**src/rtl/core/alu8_pkg.sv**
```systemverilog
// alu8_pkg: operation codes and transaction payload types for the 8-bit alu
// no dependencies; imported by alu8_exec and cpu8_alu_with_flags_core
package alu8_pkg;

	typedef enum logic [3:0] {
		OP_ADD = 4'd0,
		OP_ADC = 4'd1,
		OP_SUB = 4'd2,
		OP_SBB = 4'd3,
		OP_AND = 4'd4,
		OP_XOR = 4'd5,
		OP_OR  = 4'd6,
		OP_CMP = 4'd7,
		OP_INR = 4'd8,
		OP_DCR = 4'd9,
		OP_RLC = 4'd10,
		OP_RRC = 4'd11,
		OP_RAL = 4'd12,
		OP_RAR = 4'd13,
		OP_DAA = 4'd14,
		OP_DAD = 4'd15
	} alu_op_t;

	localparam logic [3:0] DAA_LIMIT   = 4'd9;
	localparam logic [8:0] DAA_ADJ_LO  = 9'h006;
	localparam logic [8:0] DAA_ADJ_HI  = 9'h060;
	localparam logic [4:0] DAA_LIMIT_H = 5'd9;

	typedef struct packed {
		logic [3:0]  req_type;
		logic [7:0]  acc_in;
		logic        carry_in;
		logic        zero_in;
		logic        sign_in;
		logic        parity_in;
		logic [7:0]  operand;
		logic [15:0] pair_operand;
		logic [15:0] hl_in;
	} alu_req_t;

	typedef struct packed {
		logic [7:0]  acc_out;
		logic [7:0]  reg_out;
		logic [15:0] hl_out;
		logic        zero_out;
		logic        sign_out;
		logic        parity_out;
		logic        carry_out;
	} alu_rsp_t;

endpackage

```
**src/rtl/core/cpu8_alu_with_flags_core.sv**
```systemverilog
// cpu8_alu_with_flags_core: top level of the 8-bit alu with flags
// depends on alu8_pkg and alu8_exec
//
// One operation in, one result out. A transaction accepted on req is
// captured in an input register, goes through the combinational alu
// datapath and is loaded into the result register when that register is
// free or emptying; the result then shows on rsp. Both registers hold one
// transaction each and move independently, so one operation is accepted
// every cycle as long as rsp_ready keeps up; req_ready only drops when both
// registers are full and rsp_ready is low. Flags an operation does not touch
// pass through from the request; auxiliary carry is not provided.
module cpu8_alu_with_flags_core (
	input  logic               clk,
	input  logic               arst_n,
	input  logic               req_valid,
	output logic               req_ready,
	input  alu8_pkg::alu_req_t req,
	output logic               rsp_valid,
	input  logic               rsp_ready,
	output alu8_pkg::alu_rsp_t rsp
);
	import alu8_pkg::*;

	alu_req_t req_s1;
	logic     valid_s1;
	alu_rsp_t rsp_s2;
	logic     valid_s2;
	alu_rsp_t exec_rsp;
	logic     load_s2;
	logic     load_s1;

	assign load_s2   = ~valid_s2 | rsp_ready;
	assign req_ready = ~valid_s1 | load_s2;
	assign load_s1   = req_valid & req_ready;

	alu8_exec u_exec (
		.req (req_s1),
		.rsp (exec_rsp)
	);

	always_ff @(posedge clk or negedge arst_n) begin
		if (!arst_n) begin
			valid_s1 <= 1'b0;
			valid_s2 <= 1'b0;
		end else begin
			if (req_ready) begin
				valid_s1 <= req_valid;
			end
			if (load_s2) begin
				valid_s2 <= valid_s1;
			end
		end
	end

	// payload registers, no reset needed
	always_ff @(posedge clk) begin
		if (load_s1) begin
			req_s1 <= req;
		end
		if (load_s2 && valid_s1) begin
			rsp_s2 <= exec_rsp;
		end
	end

	assign rsp_valid = valid_s2;
	assign rsp       = rsp_s2;

`ifndef SYNTHESIS
	// a captured operation reaches the result register when it can move
	a_s1_to_s2: assert property (@(posedge clk) disable iff (!arst_n)
		valid_s1 && load_s2 |=> rsp_valid)
		else $error("operation lost between input and result register");

	// a taken result with nothing behind it leaves the output empty
	a_drain: assert property (@(posedge clk) disable iff (!arst_n)
		rsp_valid && rsp_ready && !valid_s1 |=> !rsp_valid)
		else $error("result repeated after transaction");

	// back-pressure only when both registers are occupied
	a_ready: assert property (@(posedge clk) disable iff (!arst_n)
		!req_ready |-> valid_s1 && rsp_valid && !rsp_ready)
		else $error("req_ready low with free register");

	// a stalled input register keeps its operation
	a_hold: assert property (@(posedge clk) disable iff (!arst_n)
		valid_s1 && !load_s2 |=> valid_s1 && $stable(req_s1))
		else $error("stalled operation changed");
`endif

endmodule

```
**src/rtl/core/alu8_exec.sv**
```systemverilog
// alu8_exec: single-pass datapath of the alu, one operation to one result
// depends on alu8_pkg for the op codes and payload structs
module alu8_exec (
	input  alu8_pkg::alu_req_t req,
	output alu8_pkg::alu_rsp_t rsp
);
	import alu8_pkg::*;

	alu_op_t     op;
	logic [8:0]  add_sum;
	logic [8:0]  sub_amt;
	logic [9:0]  sub_diff;
	logic [16:0] dad_sum;
	logic [8:0]  daa_lo;
	logic        daa_hi;
	logic [8:0]  daa_res;
	logic [7:0]  res;
	logic        set_zsp;

	assign op = alu_op_t'(req.req_type);

	always_comb begin
		add_sum  = {1'b0, req.acc_in} + {1'b0, req.operand}
			+ {8'd0, (op == OP_ADC) & req.carry_in};
		sub_amt  = {1'b0, req.operand} + {8'd0, (op == OP_SBB) & req.carry_in};
		sub_diff = {2'b00, req.acc_in} - {1'b0, sub_amt};
		dad_sum  = {1'b0, req.hl_in} + {1'b0, req.pair_operand};
		// decimal adjust: low nibble first, then high on the 9-bit intermediate
		daa_lo   = (req.acc_in[3:0] > DAA_LIMIT) ? {1'b0, req.acc_in} + DAA_ADJ_LO
			: {1'b0, req.acc_in};
		daa_hi   = (daa_lo[8:4] > DAA_LIMIT_H) || req.carry_in;
		daa_res  = daa_hi ? daa_lo + DAA_ADJ_HI : daa_lo;
	end

	always_comb begin
		rsp.acc_out    = req.acc_in;
		rsp.reg_out    = req.operand;
		rsp.hl_out     = req.hl_in;
		rsp.carry_out  = req.carry_in;
		res            = 8'd0;
		set_zsp        = 1'b1;
		case (op)
			OP_ADD, OP_ADC: begin
				res           = add_sum[7:0];
				rsp.acc_out   = res;
				rsp.carry_out = add_sum[8];
			end
			OP_SUB, OP_SBB, OP_CMP: begin
				res           = sub_diff[7:0];
				rsp.carry_out = sub_diff[9];
				if (op != OP_CMP) begin
					rsp.acc_out = res;
				end
			end
			OP_AND: begin
				res           = req.acc_in & req.operand;
				rsp.acc_out   = res;
				rsp.carry_out = 1'b0;
			end
			OP_XOR: begin
				res           = req.acc_in ^ req.operand;
				rsp.acc_out   = res;
				rsp.carry_out = 1'b0;
			end
			OP_OR: begin
				res           = req.acc_in | req.operand;
				rsp.acc_out   = res;
				rsp.carry_out = 1'b0;
			end
			OP_INR: begin
				res         = req.operand + 8'd1;
				rsp.reg_out = res;
			end
			OP_DCR: begin
				res         = req.operand - 8'd1;
				rsp.reg_out = res;
			end
			OP_RLC: begin
				rsp.acc_out   = {req.acc_in[6:0], req.acc_in[7]};
				rsp.carry_out = req.acc_in[7];
				set_zsp       = 1'b0;
			end
			OP_RRC: begin
				rsp.acc_out   = {req.acc_in[0], req.acc_in[7:1]};
				rsp.carry_out = req.acc_in[0];
				set_zsp       = 1'b0;
			end
			OP_RAL: begin
				rsp.acc_out   = {req.acc_in[6:0], req.carry_in};
				rsp.carry_out = req.acc_in[7];
				set_zsp       = 1'b0;
			end
			OP_RAR: begin
				rsp.acc_out   = {req.carry_in, req.acc_in[7:1]};
				rsp.carry_out = req.acc_in[0];
				set_zsp       = 1'b0;
			end
			OP_DAA: begin
				res           = daa_res[7:0];
				rsp.acc_out   = res;
				rsp.carry_out = daa_hi;
			end
			OP_DAD: begin
				rsp.hl_out    = dad_sum[15:0];
				rsp.carry_out = dad_sum[16];
				set_zsp       = 1'b0;
			end
			default: begin
				set_zsp = 1'b0;
			end
		endcase

		if (set_zsp) begin
			rsp.zero_out   = (res == 8'd0);
			rsp.sign_out   = res[7];
			rsp.parity_out = ~^res;
		end else begin
			rsp.zero_out   = req.zero_in;
			rsp.sign_out   = req.sign_in;
			rsp.parity_out = req.parity_in;
		end
	end

endmodule

```
**config.mk**
```make
export PLATFORM = sky130hd
export DESIGN_NAME = cpu8_alu_with_flags_core
export DESIGN_NICKNAME = d
export VERILOG_FILES = /design/src/rtl/core/alu8_pkg.sv /design/src/rtl/core/cpu8_alu_with_flags_core.sv /design/src/rtl/core/alu8_exec.sv
export SDC_FILE = /design/constraint.sdc
export NUM_CORES = 1
export LEC_CHECK = 0
export BUFFER_PORTS_ARGS = -buffer_cell sky130_fd_sc_hd__buf_2
export CAP_MARGIN = 20
export CORE_MARGIN = 2
export CORE_UTILIZATION = 50
export CTS_BUF_LIST = sky130_fd_sc_hd__clkbuf_4
export CTS_CLUSTER_SIZE = 30
export DETAILED_ROUTE_END_ITERATION = 10
export PLACE_DENSITY_LB_ADDON = 0.08
export SYNTH_ARGS = -nofsm -noshare
export SYNTH_HDL_FRONTEND = slang
export SYNTH_SLANG_ARGS = --single-unit
```
**constraint.sdc**
```tcl
create_clock -name clk -period 7.2 [get_ports clk]
set_clock_uncertainty 0.2 [all_clocks]
set_input_delay 0 -clock clk [delete_from_list [all_inputs] [get_ports clk]]
set_output_delay 0 -clock clk [all_outputs]
set_load 0.03 [all_outputs]
```
* Word-level counts from Yosys, hierarchy flattened
Index checks and enable logic that the tools add are counted.
** Storage, ports and cells
- Memories :: 0
- Register bits after elaboration :: 94
- Output and inout port bits :: 38
- Latch bits :: 0
- Logic and storage cells :: 75
- Bits of input ports :: 60
- ROM bits :: 0
- Memory bits (writable) :: 0
** Cells by class
- Muxes and demuxes :: 9
- Add/subtract/negate cells :: 9
- Shift-type cells :: 0
- Bitwise operators :: 10
- Divide/modulo/power cells :: 0
- Multipliers :: 0
- Eq/ne operators :: 16
- Reduce and logical (&&, ||, !) cells :: 11
- $lt $le $gt $ge :: 2
** Operators by type and width (number)
- $pmux 8 s10 :: 1
- $pmux 8 s8 :: 1
- $eq 4x4->1 const B :: 8
- $add 16x16->17 :: 1
- $eq 4x3->1 const B :: 4
- $mux 16 :: 1
- $mux 8 :: 2
- $pmux 8 s2 :: 1
- $sub 8x9->10 :: 1
- $add 8x1->9 :: 1
- $add 8x3->9 const B :: 1
- $add 8x8->9 :: 1
- $add 9x1->9 :: 1
- $mux 9 :: 1
- $add 8x1->8 const B :: 1
- $add 8x7->8 const B :: 1
- $and 8x8->8 :: 1
- $eq 4x2->1 const B :: 2
- $logic_not 8->1 :: 1
- $or 8x8->8 :: 1
- $reduce_xnor 8->1 :: 1
- $sub 8x1->8 const B :: 1
- $xor 8x8->8 :: 1
- $pmux 1 s7 :: 1
- other kinds (14) :: 21

* Depth between registers and ports, before layout
Gate-level depths: netlist (run 1).
- Depth after elaboration :: 8
- Depth in mapped cells :: 18
- Depth with buffers taken out :: 16

* Hierarchy
Synthesis (run 1) repeated with hierarchy kept, for this count alone.
** Second synthesis, totals
- Cell total of the unflattened synthesis :: 606
- Area, all modules :: 6298.5 um^2
** Modules (own cells, without submodules)
- alu8_exec :: area an instance 3432.0 um^2, cells each 506, instances 1
- cpu8_alu_with_flags_core :: area an instance 2866.5 um^2, cells each 100, instances 1

* Worst setup path after synthesis (run 1)
No wires, ideal clock.
- Path kind :: register to register
- Start point :: register req_s1[45] (netlist bit)
- End point :: register rsp_s2, in the netlist rsp[1] (data pin)
- Setup time :: 0.273 ns
- Buffers on the path :: 1
- Cell stages (with the launch flop) :: 17
- Period minus slack after synthesis :: 3.934 ns
- Data arrival time :: 3.461 ns
- Slack :: 3.266 ns
- Required time :: 6.727 ns
- Cells stage by stage :: edfxtp_1 -> clkbuf_1 -> inv_1 -> ha_1 -> nor2_1 -> xnor2_1 -> ha_1 -> inv_1 -> a31o_1 -> a221o_2 -> mux2i_1 -> a211oi_1 -> and3_1 -> ha_1 -> xnor2_1 -> xnor2_1 -> o21ai_0
** RTL lines
- start: declaration :: RTL line cpu8_alu_with_flags_core.sv:24 : alu_req_t req_s1;
- start signal: assignment :: RTL line cpu8_alu_with_flags_core.sv:58 : req_s1 <= req;
- end signal: assignment :: RTL line cpu8_alu_with_flags_core.sv:61 : rsp_s2 <= exec_rsp;
- end: declaration :: RTL line cpu8_alu_with_flags_core.sv:26 : alu_rsp_t rsp_s2;

==> metrics.txt, run 1 <==
share of cells above drive strength 1 between 15 and 20%; Post-layout nets 940; IO Count a little under 100; CP Launch Type register; PortBufs 97; Synth Area in Simple Gates 15.1%; Max H-tree Level 3; gr ovfl total 0; Seq cells post-synth 94; P_leak approximately 3.3 nW; Post-Place Cells around 900; Sw Share approximately a third; first-pass GRT wire length a little under 30 mm; Final GP Congestion around 1.0; area of the multi-input gates around 3300 um2; ANT cells 0; non-filler instance count after layout between 900 and 1000; Max-Cap Viols 0; Fmax achieved around 210 MHz; crit path capture type register; Total Neg Setup Slack 0 ps; vias in the first global route between 5000 and 6000; WHS 30.0 ps; Compound-Gate Fraction of Synth Area 18.0%; final core utilization about two thirds; Pint between 0.9 and 1 mW; Critical Path AT 4810 ps; Comb pwr share 32.3%; relative slew slack 38.7%; VDD IR max approximately 0.11 mV; number of synthesized flops with an enable pin 92; CP Class register to register; Hold Fails Final Rpt 0; die height ~120 um; CTS tree done; Synth cell types 69; storage element area about 2800 um2; Power Density ~180 nW/um2; Die ar. ~14000 um2; # fillers just over 1000; endpoints failing setup 0; slew at the pin with the worst max-slew slack about 920 ps; most common cell after layout, fill and taps aside dlygate4sd3_1; Tcrit/Tclk final 66.7%; # DRC 0; fin crit period roughly 4800 ps; total number of yosys warnings 0; commonest non-fill, non-tap cells in the layout dlygate4sd3_1 (99), buf_2 (97), edfxtp_1 (92), nand2_1 (58), ha_1 (54); Synth Flop Type edfxtp_1; CORE AREA ~13000 um2; xor/xnor share of the synthesized area roughly 4.2%; antenna violations before repair 0; TritonCTS Buffers 9; placement row count 41; Cells after Synth 637; count of clock tree sinks 94; FFs w/ async S/R, synth 2.13%; P_sw about 0.49 mW; largest family of logic cells by synthesized area compound AO/OA/AOI/OAI gates; clk_lat worst skew 480 ps; Post-DP HPWL 12.5 mm; post-cts sizing count 0; Flop pwr share a little under half; DR WL/cell between 15 and 20 um; Final ANT Viol Nets 0; WP data required between 7000 and 8000 ps; GRT Util Overall a little over a quarter; Post-CTS Setup Inserts 0; Tot Pwr approximately 1.4 mW; mean post-synth cell area 10.1 um2; RSZ-0062 raised after global routing false; Synth Cell Area between 6000 and 7000 um2; Iteration-0 DRC Markers roughly 670; Root Buffer clkbuf_4; clock share of power between 20% and 30%; crit-path max FO 27; Max Transition Viols Final 0; largest net degree at the start of global routing 57; Adder-Cell Fraction of Synth Area 12.1%; Area growth syn-to-layout 26.4%; status finished, final reports clean; HP Class input port to register; Reg clk slew, reported paths roughly 150 ps; total number of vias around 5700; mux share of post-synthesis cell area just over 2%; drt pass-1 iters 5; final wirelength ~18 mm; Seq/Total Area, Yosys ~44%; post-DR vias/cell 5.73; Synth Net Count about 760; initial core utilization approximately half; Max clock buf depth 2; Die Width 117 um
==> cell families (layout without fill, tap and decap cells) <==
logic type	after synthesis	in the layout
buffers and inverters	65	252
and+or+nand+nor	196	196
adders and majority gates	59	59
xor gates and xnor gates	31	31
AOI/OAI and AO/OA	179	179
muxes	13	13
DFF	94	94
==> cells in the mapped netlist (5+ instances only) <==
cell type	instances	share of area, %
nor2_1	43	2.5
mux2i_1	12	1.9
clkbuf_1	12	0.70
nor2b_1	6	0.58
a211oi_1	13	1.5
buf_2	9	0.70
o21ai_0	46	3.6
and3_1	10	0.97
buf_6	5	0.88
a21oi_1	47	3.7
nand2b_1	11	1.1
nand3_1	15	1.2
nor3_1	17	1.3
o21a_1	9	1.1
nor4_1	6	0.58
a21o_1	11	1.3
nand3b_1	5	0.58
inv_1	35	2.0
edfxtp_1	92	43
fa_1	5	1.6
xor2_1	12	1.6
nand4_1	6	0.58
ha_1	54	11
xnor2_1	19	2.6
nand2_1	58	3.4
==> sequential cells by signal, indices dropped and copies added (netlist names) <==
signal     cells
rsp           36
req_s1        56
rsp_valid      1
valid_s1       1
==> through the flow <==
step / setup WS [ps] / cell area [um2]
after floorplan: 3270 / 6430
after global placement: 2720 / 7010
after detailed placement: 2550 / 7010
after CTS: 2510 / 8130
after global routing: 2090 / 8130
final: 2400 / 8130
==> final cells by class <==
type / count / area share (%)
multi-input cells: 478 / 40.7
clock inverters: 5 / 0.739
clock buffers: 9 / 0.831
repair buffers: 203 / 18.8
inverters: 35 / 1.62
well taps: 172 / 2.65
flip-flops and latches: 94 / 34.6
==> power by group through the flow <==
stage / logic (mW) / registers [mW] / clock network [mW]
3_3_place_gp: 0.408 / 0.699 / 0
4_1_cts: 0.458 / 0.688 / 0.298
2_1_floorplan: 0.269 / 0.733 / 0
3_5_place_dp: 0.416 / 0.700 / 0
5_1_grt: 0.512 / 0.693 / 0.318
6_report: 0.467 / 0.689 / 0.289
==> worst paths after layout <==
| kind | start | cells after the start | slack, ps | endpoint |
|---|---|---|---|---|
| min in group asynchronous | arst_n | 3 | 130 | rsp_valid$_DFFE_PN0P_ |
| hold / removal | req[34] | 2 | 30 | req_s1[34]$_DFFE_PP_ |
| max in group asynchronous | arst_n | 3 | 6540 | valid_s1$_DFFE_PN0N_ |
| setup / recovery | req_s1[52]$_DFFE_PP_ | 15 | 2400 | rsp[1]$_DFFE_PP_ |
| hold reg to reg | valid_s1$_DFFE_PN0N_ | 1 | 300 | rsp_valid$_DFFE_PN0P_ |
| setup reg to reg | req_s1[52]$_DFFE_PP_ | 15 | 2400 | rsp[1]$_DFFE_PP_ |
==> critical path: stages (launching register included) <==
cell	delay, ps
edfxtp_1	360
buf_4	300
nor2b_1	520
nand3_1	170
fa_1	440
fa_1	390
nand2b_1	200
a21oi_1	200
nor3_1	100
a31o_2	250
a211oi_1	460
and3_1	240
ha_1	240
xnor2_1	200
xnor2_1	140
o21ai_0	100
==> metal layers <==
metal	vias to the layer above	routed length (um)	global-route usage, %
li1	2723	-	-
met1	2693	8220	38.1
met5	-	0	0
met4	0	269	6.33
met2	273	8340	42.4
met3	19	1410	5.40
==> timing repair <==
item                       CTS  global route
hold buffers                99             0
setup endpoints to repair    0             0
hold endpoints to repair    60             0
No activity file was read; power rests on OpenSTA's default activity.
==> run 2: changes to the inputs <==
--- a/config.mk
+++ b/config.mk
@@ -5,6 +5,7 @@
 export SDC_FILE = /design/constraint.sdc
 export NUM_CORES = 1
 export LEC_CHECK = 0
+export ABC_AREA = 1
 export BUFFER_PORTS_ARGS = -buffer_cell sky130_fd_sc_hd__buf_2
 export CAP_MARGIN = 20
 export CORE_MARGIN = 2
==> constraint.sdc (replaced) <==
create_clock -name clk -period 3.9 [get_ports clk]
set_clock_uncertainty 0.2 [all_clocks]
set_input_delay 0 -clock clk [delete_from_list [all_inputs] [get_ports clk]]
set_output_delay 0 -clock clk [all_outputs]
set_load 0.03 [all_outputs]
==> run 2 against run 1 <==
  * Cell area increased by 3.3%
  * Synthesized cell count is 19% higher
  * Combinational power grew 120%
  * Via count up 11%
  * Largest power group unchanged
  * Count of clock-buffer cells in the layout unchanged
  * Register-to-register slack worse by 2200 ps
  * Total power increased by 98%
  * Critical endpoint unchanged
  * Cell count up 16%
==> metrics.txt, run 2 <==
Synth cell types 48; Root Buffer clkbuf_4; CP Class register to register; commonest cells in the netlist nand2_1 (161), inv_1 (98), edfxtp_1 (92); PortBufs between 90 and 100; Fmax achieved 271 MHz; Post-layout nets around 1100; # DRC 0; post-synth top area cell edfxtp_1; Slowest-stage cell, CP edfxtp_1; TritonCTS Buffers 9; Final GP Congestion around 1.0; CP cell instances nor2_1 > nand3_1 > fa_1 > ha_1 > inv_1 > o21ai_1 > nand3_1 > nand3_1 > nand2_1 > nand3_1 > nand2_1 > nor2_1 > and3_1 > ha_1 > xnor2_1 > xnor2_1 > o21ai_0; most frequent cell after synthesis nand2_1; Total Neg Setup Slack 0 ps; Synth Flop Type edfxtp_1; Cells after Synth 755; clk_lat worst skew approximately 480 ps; IO Count 98; # fillers ~1000; Die Width 117 um; count of clock tree sinks 94; gr ovfl total 0; Final Cell Area 8400 um2; Reg clk slew, reported paths ~150 ps; post-DR vias/cell about 5.5; crit-path max FO 5; CTS tree done; share of cells above drive strength 1 roughly 17%; slew at the pin with the worst max-slew slack about 650 ps; RSZ-0062 raised after global routing false; Iteration-0 DRC Markers 729; Most common cell on crit path nand3_1; Final ANT Viol Nets 0; Synth Cell Area between 6000 and 7000 um2; drt pass-1 iters 7; initial core utilization slightly above 50%; Area growth syn-to-layout 30.4%; Hold Fails Final Rpt 0; Max-Cap Viols 0; number of synthesized flops with an enable pin 92; Post-Place Cells around 1000; total number of vias between 6000 and 7000; Post-DP Area between 7000 and 8000 um2; Max clock buf depth 2; status finished, final reports clean; endpoints failing setup 0; Critical Path AT 3730 ps; HP Class input port to register; total number of yosys warnings 0; Largest Register req_s1; final wirelength approximately 21 mm; Max Transition Viols Final 0; WHS roughly 33 ps; VDD IR max ~0.25 mV; largest net degree at the start of global routing 57; FFs w/ async S/R, synth around 2.1%; WP data required between 3000 and 4000 ps; CORE AREA 12600 um2; Synth top area share around 43%; max reg flops 56; mean post-synth cell area ~8.5 um2; P_leak 3.84 nW; most common cell after layout, fill and taps aside nand2_1; Seq/Total Area, Yosys between 40% and 50%; CP Launch Type register; Seq cells post-synth 94; DR WL/cell approximately 18 um; CP peak stage delay 470 ps; storage element area 2810 um2; non-filler instance count after layout roughly 1200; crit path capture type register; commonest non-fill, non-tap cells in the layout nand2_1 (161), inv_1 (97), buf_2 (97), dlygate4sd3_1 (94), edfxtp_1 (92); fin crit period roughly 3700 ps; Tcrit/Tclk final 94.5%; GRT Util Overall 30.7%; antenna violations before repair 0; die height around 120 um; first-pass GRT wire length 32.8 mm; Post-DP HPWL 15.2 mm; Max H-tree Level 3; Synth Net Count about 870; Power Density roughly 340 nW/um2; placement row count 41; relative slew slack a little under three fifths; area of the multi-input gates between 3000 and 4000 um2; vias in the first global route between 6000 and 7000; Die ar. 13800 um2; ANT cells 0; top cells by area, synth edfxtp_1 (43%), ha_1 (10%), nand2_1 (9.4%)
## run 2: cell types whose count changed in the layout (fill, tap and decap cells not counted), moves of 12 or more
cell     previous run  this run
a21oi_1            47        32
nand3_1            15        65
buf_4               7        25
nand4_1             6        20
nor2_1             43        74
mux2i_1            12         0
nand2_1            58       161
inv_1              35        97
## run 2: worst max-delay path, delay by kind of cell, from the launching register on
| kind | cells | cell delay (ps) |
|---|---|---|
| compound gates | 2 | 300 |
| fa+ha+maj | 3 | 980 |
| simple gates | 9 | 1090 |
| flops | 1 | 470 |
| xor+xnor | 2 | 340 |
| buf+inv | 1 | 50 |
## run 2: worst paths after layout
path / start / endpoint / slack (ps) / cells after the start
max: req_s1[54]$_DFFE_PP_ / rsp[1]$_DFFE_PP_ / 210 / 17
min in group asynchronous: arst_n / rsp_valid$_DFFE_PN0P_ / 250 / 3
min: req[1] / req_s1[1]$_DFFE_PP_ / 30 / 2
max reg2reg: req_s1[54]$_DFFE_PP_ / rsp[1]$_DFFE_PP_ / 210 / 17
min reg2reg: valid_s1$_DFFE_PN0N_ / rsp_valid$_DFFE_PN0P_ / 350 / 2
max in group asynchronous: arst_n / valid_s1$_DFFE_PN0N_ / 3120 / 3
## run 2: metrics by stage
step	setup slack, ps	total power [mW]	util (%)
finish	213	2.87	66.5
global placement	188	2.22	57.6
CTS	113	2.83	66.1
floorplan	530	1.95	-
global route	5.58	3.02	66.5
detailed placement	154	2.23	57.6
## run 2: per-layer routing
metal  vias up  routed length, um  GRT usage, %
met5         -                  0             0
met4         0               1000          16.6
met3        65               1170          3.92
met1      2949               8090          35.7
met2       307              10900          55.1
li1       3030                  -             -
## run 2: cell families after synthesis
| family | share of synthesized area [%] |
|---|---|
| buf+inv | 6.80 |
| simple gates | 25.2 |
| fa+ha+maj | 12.0 |
| xor+xnor | 2.04 |
| flops | 43.7 |
| compound gates | 10.2 |
## run 2: timing repair
action,CTS,global route
hold buffers,94,0
gates resized for setup,0,3
buffers inserted,0,4
hold endpoints to repair,76,0
setup endpoints to repair,0,1
## run 2: area by class of cell
class | instances | share of cell area (%)
clock buffers | 9 | 0.805
clock inverters | 6 | 0.745
inverters | 105 | 4.72
multi-input cells | 549 | 38.2
flip-flops and latches | 94 | 33.5
well taps | 172 | 2.56
repair buffers | 217 | 19.5
## run 2: power breakdown
part           switching [mW]  internal, mW  total [mW]
clock                   0.349         0.191       0.540
sequential             0.0465          1.24        1.29
combinational           0.656         0.387        1.04
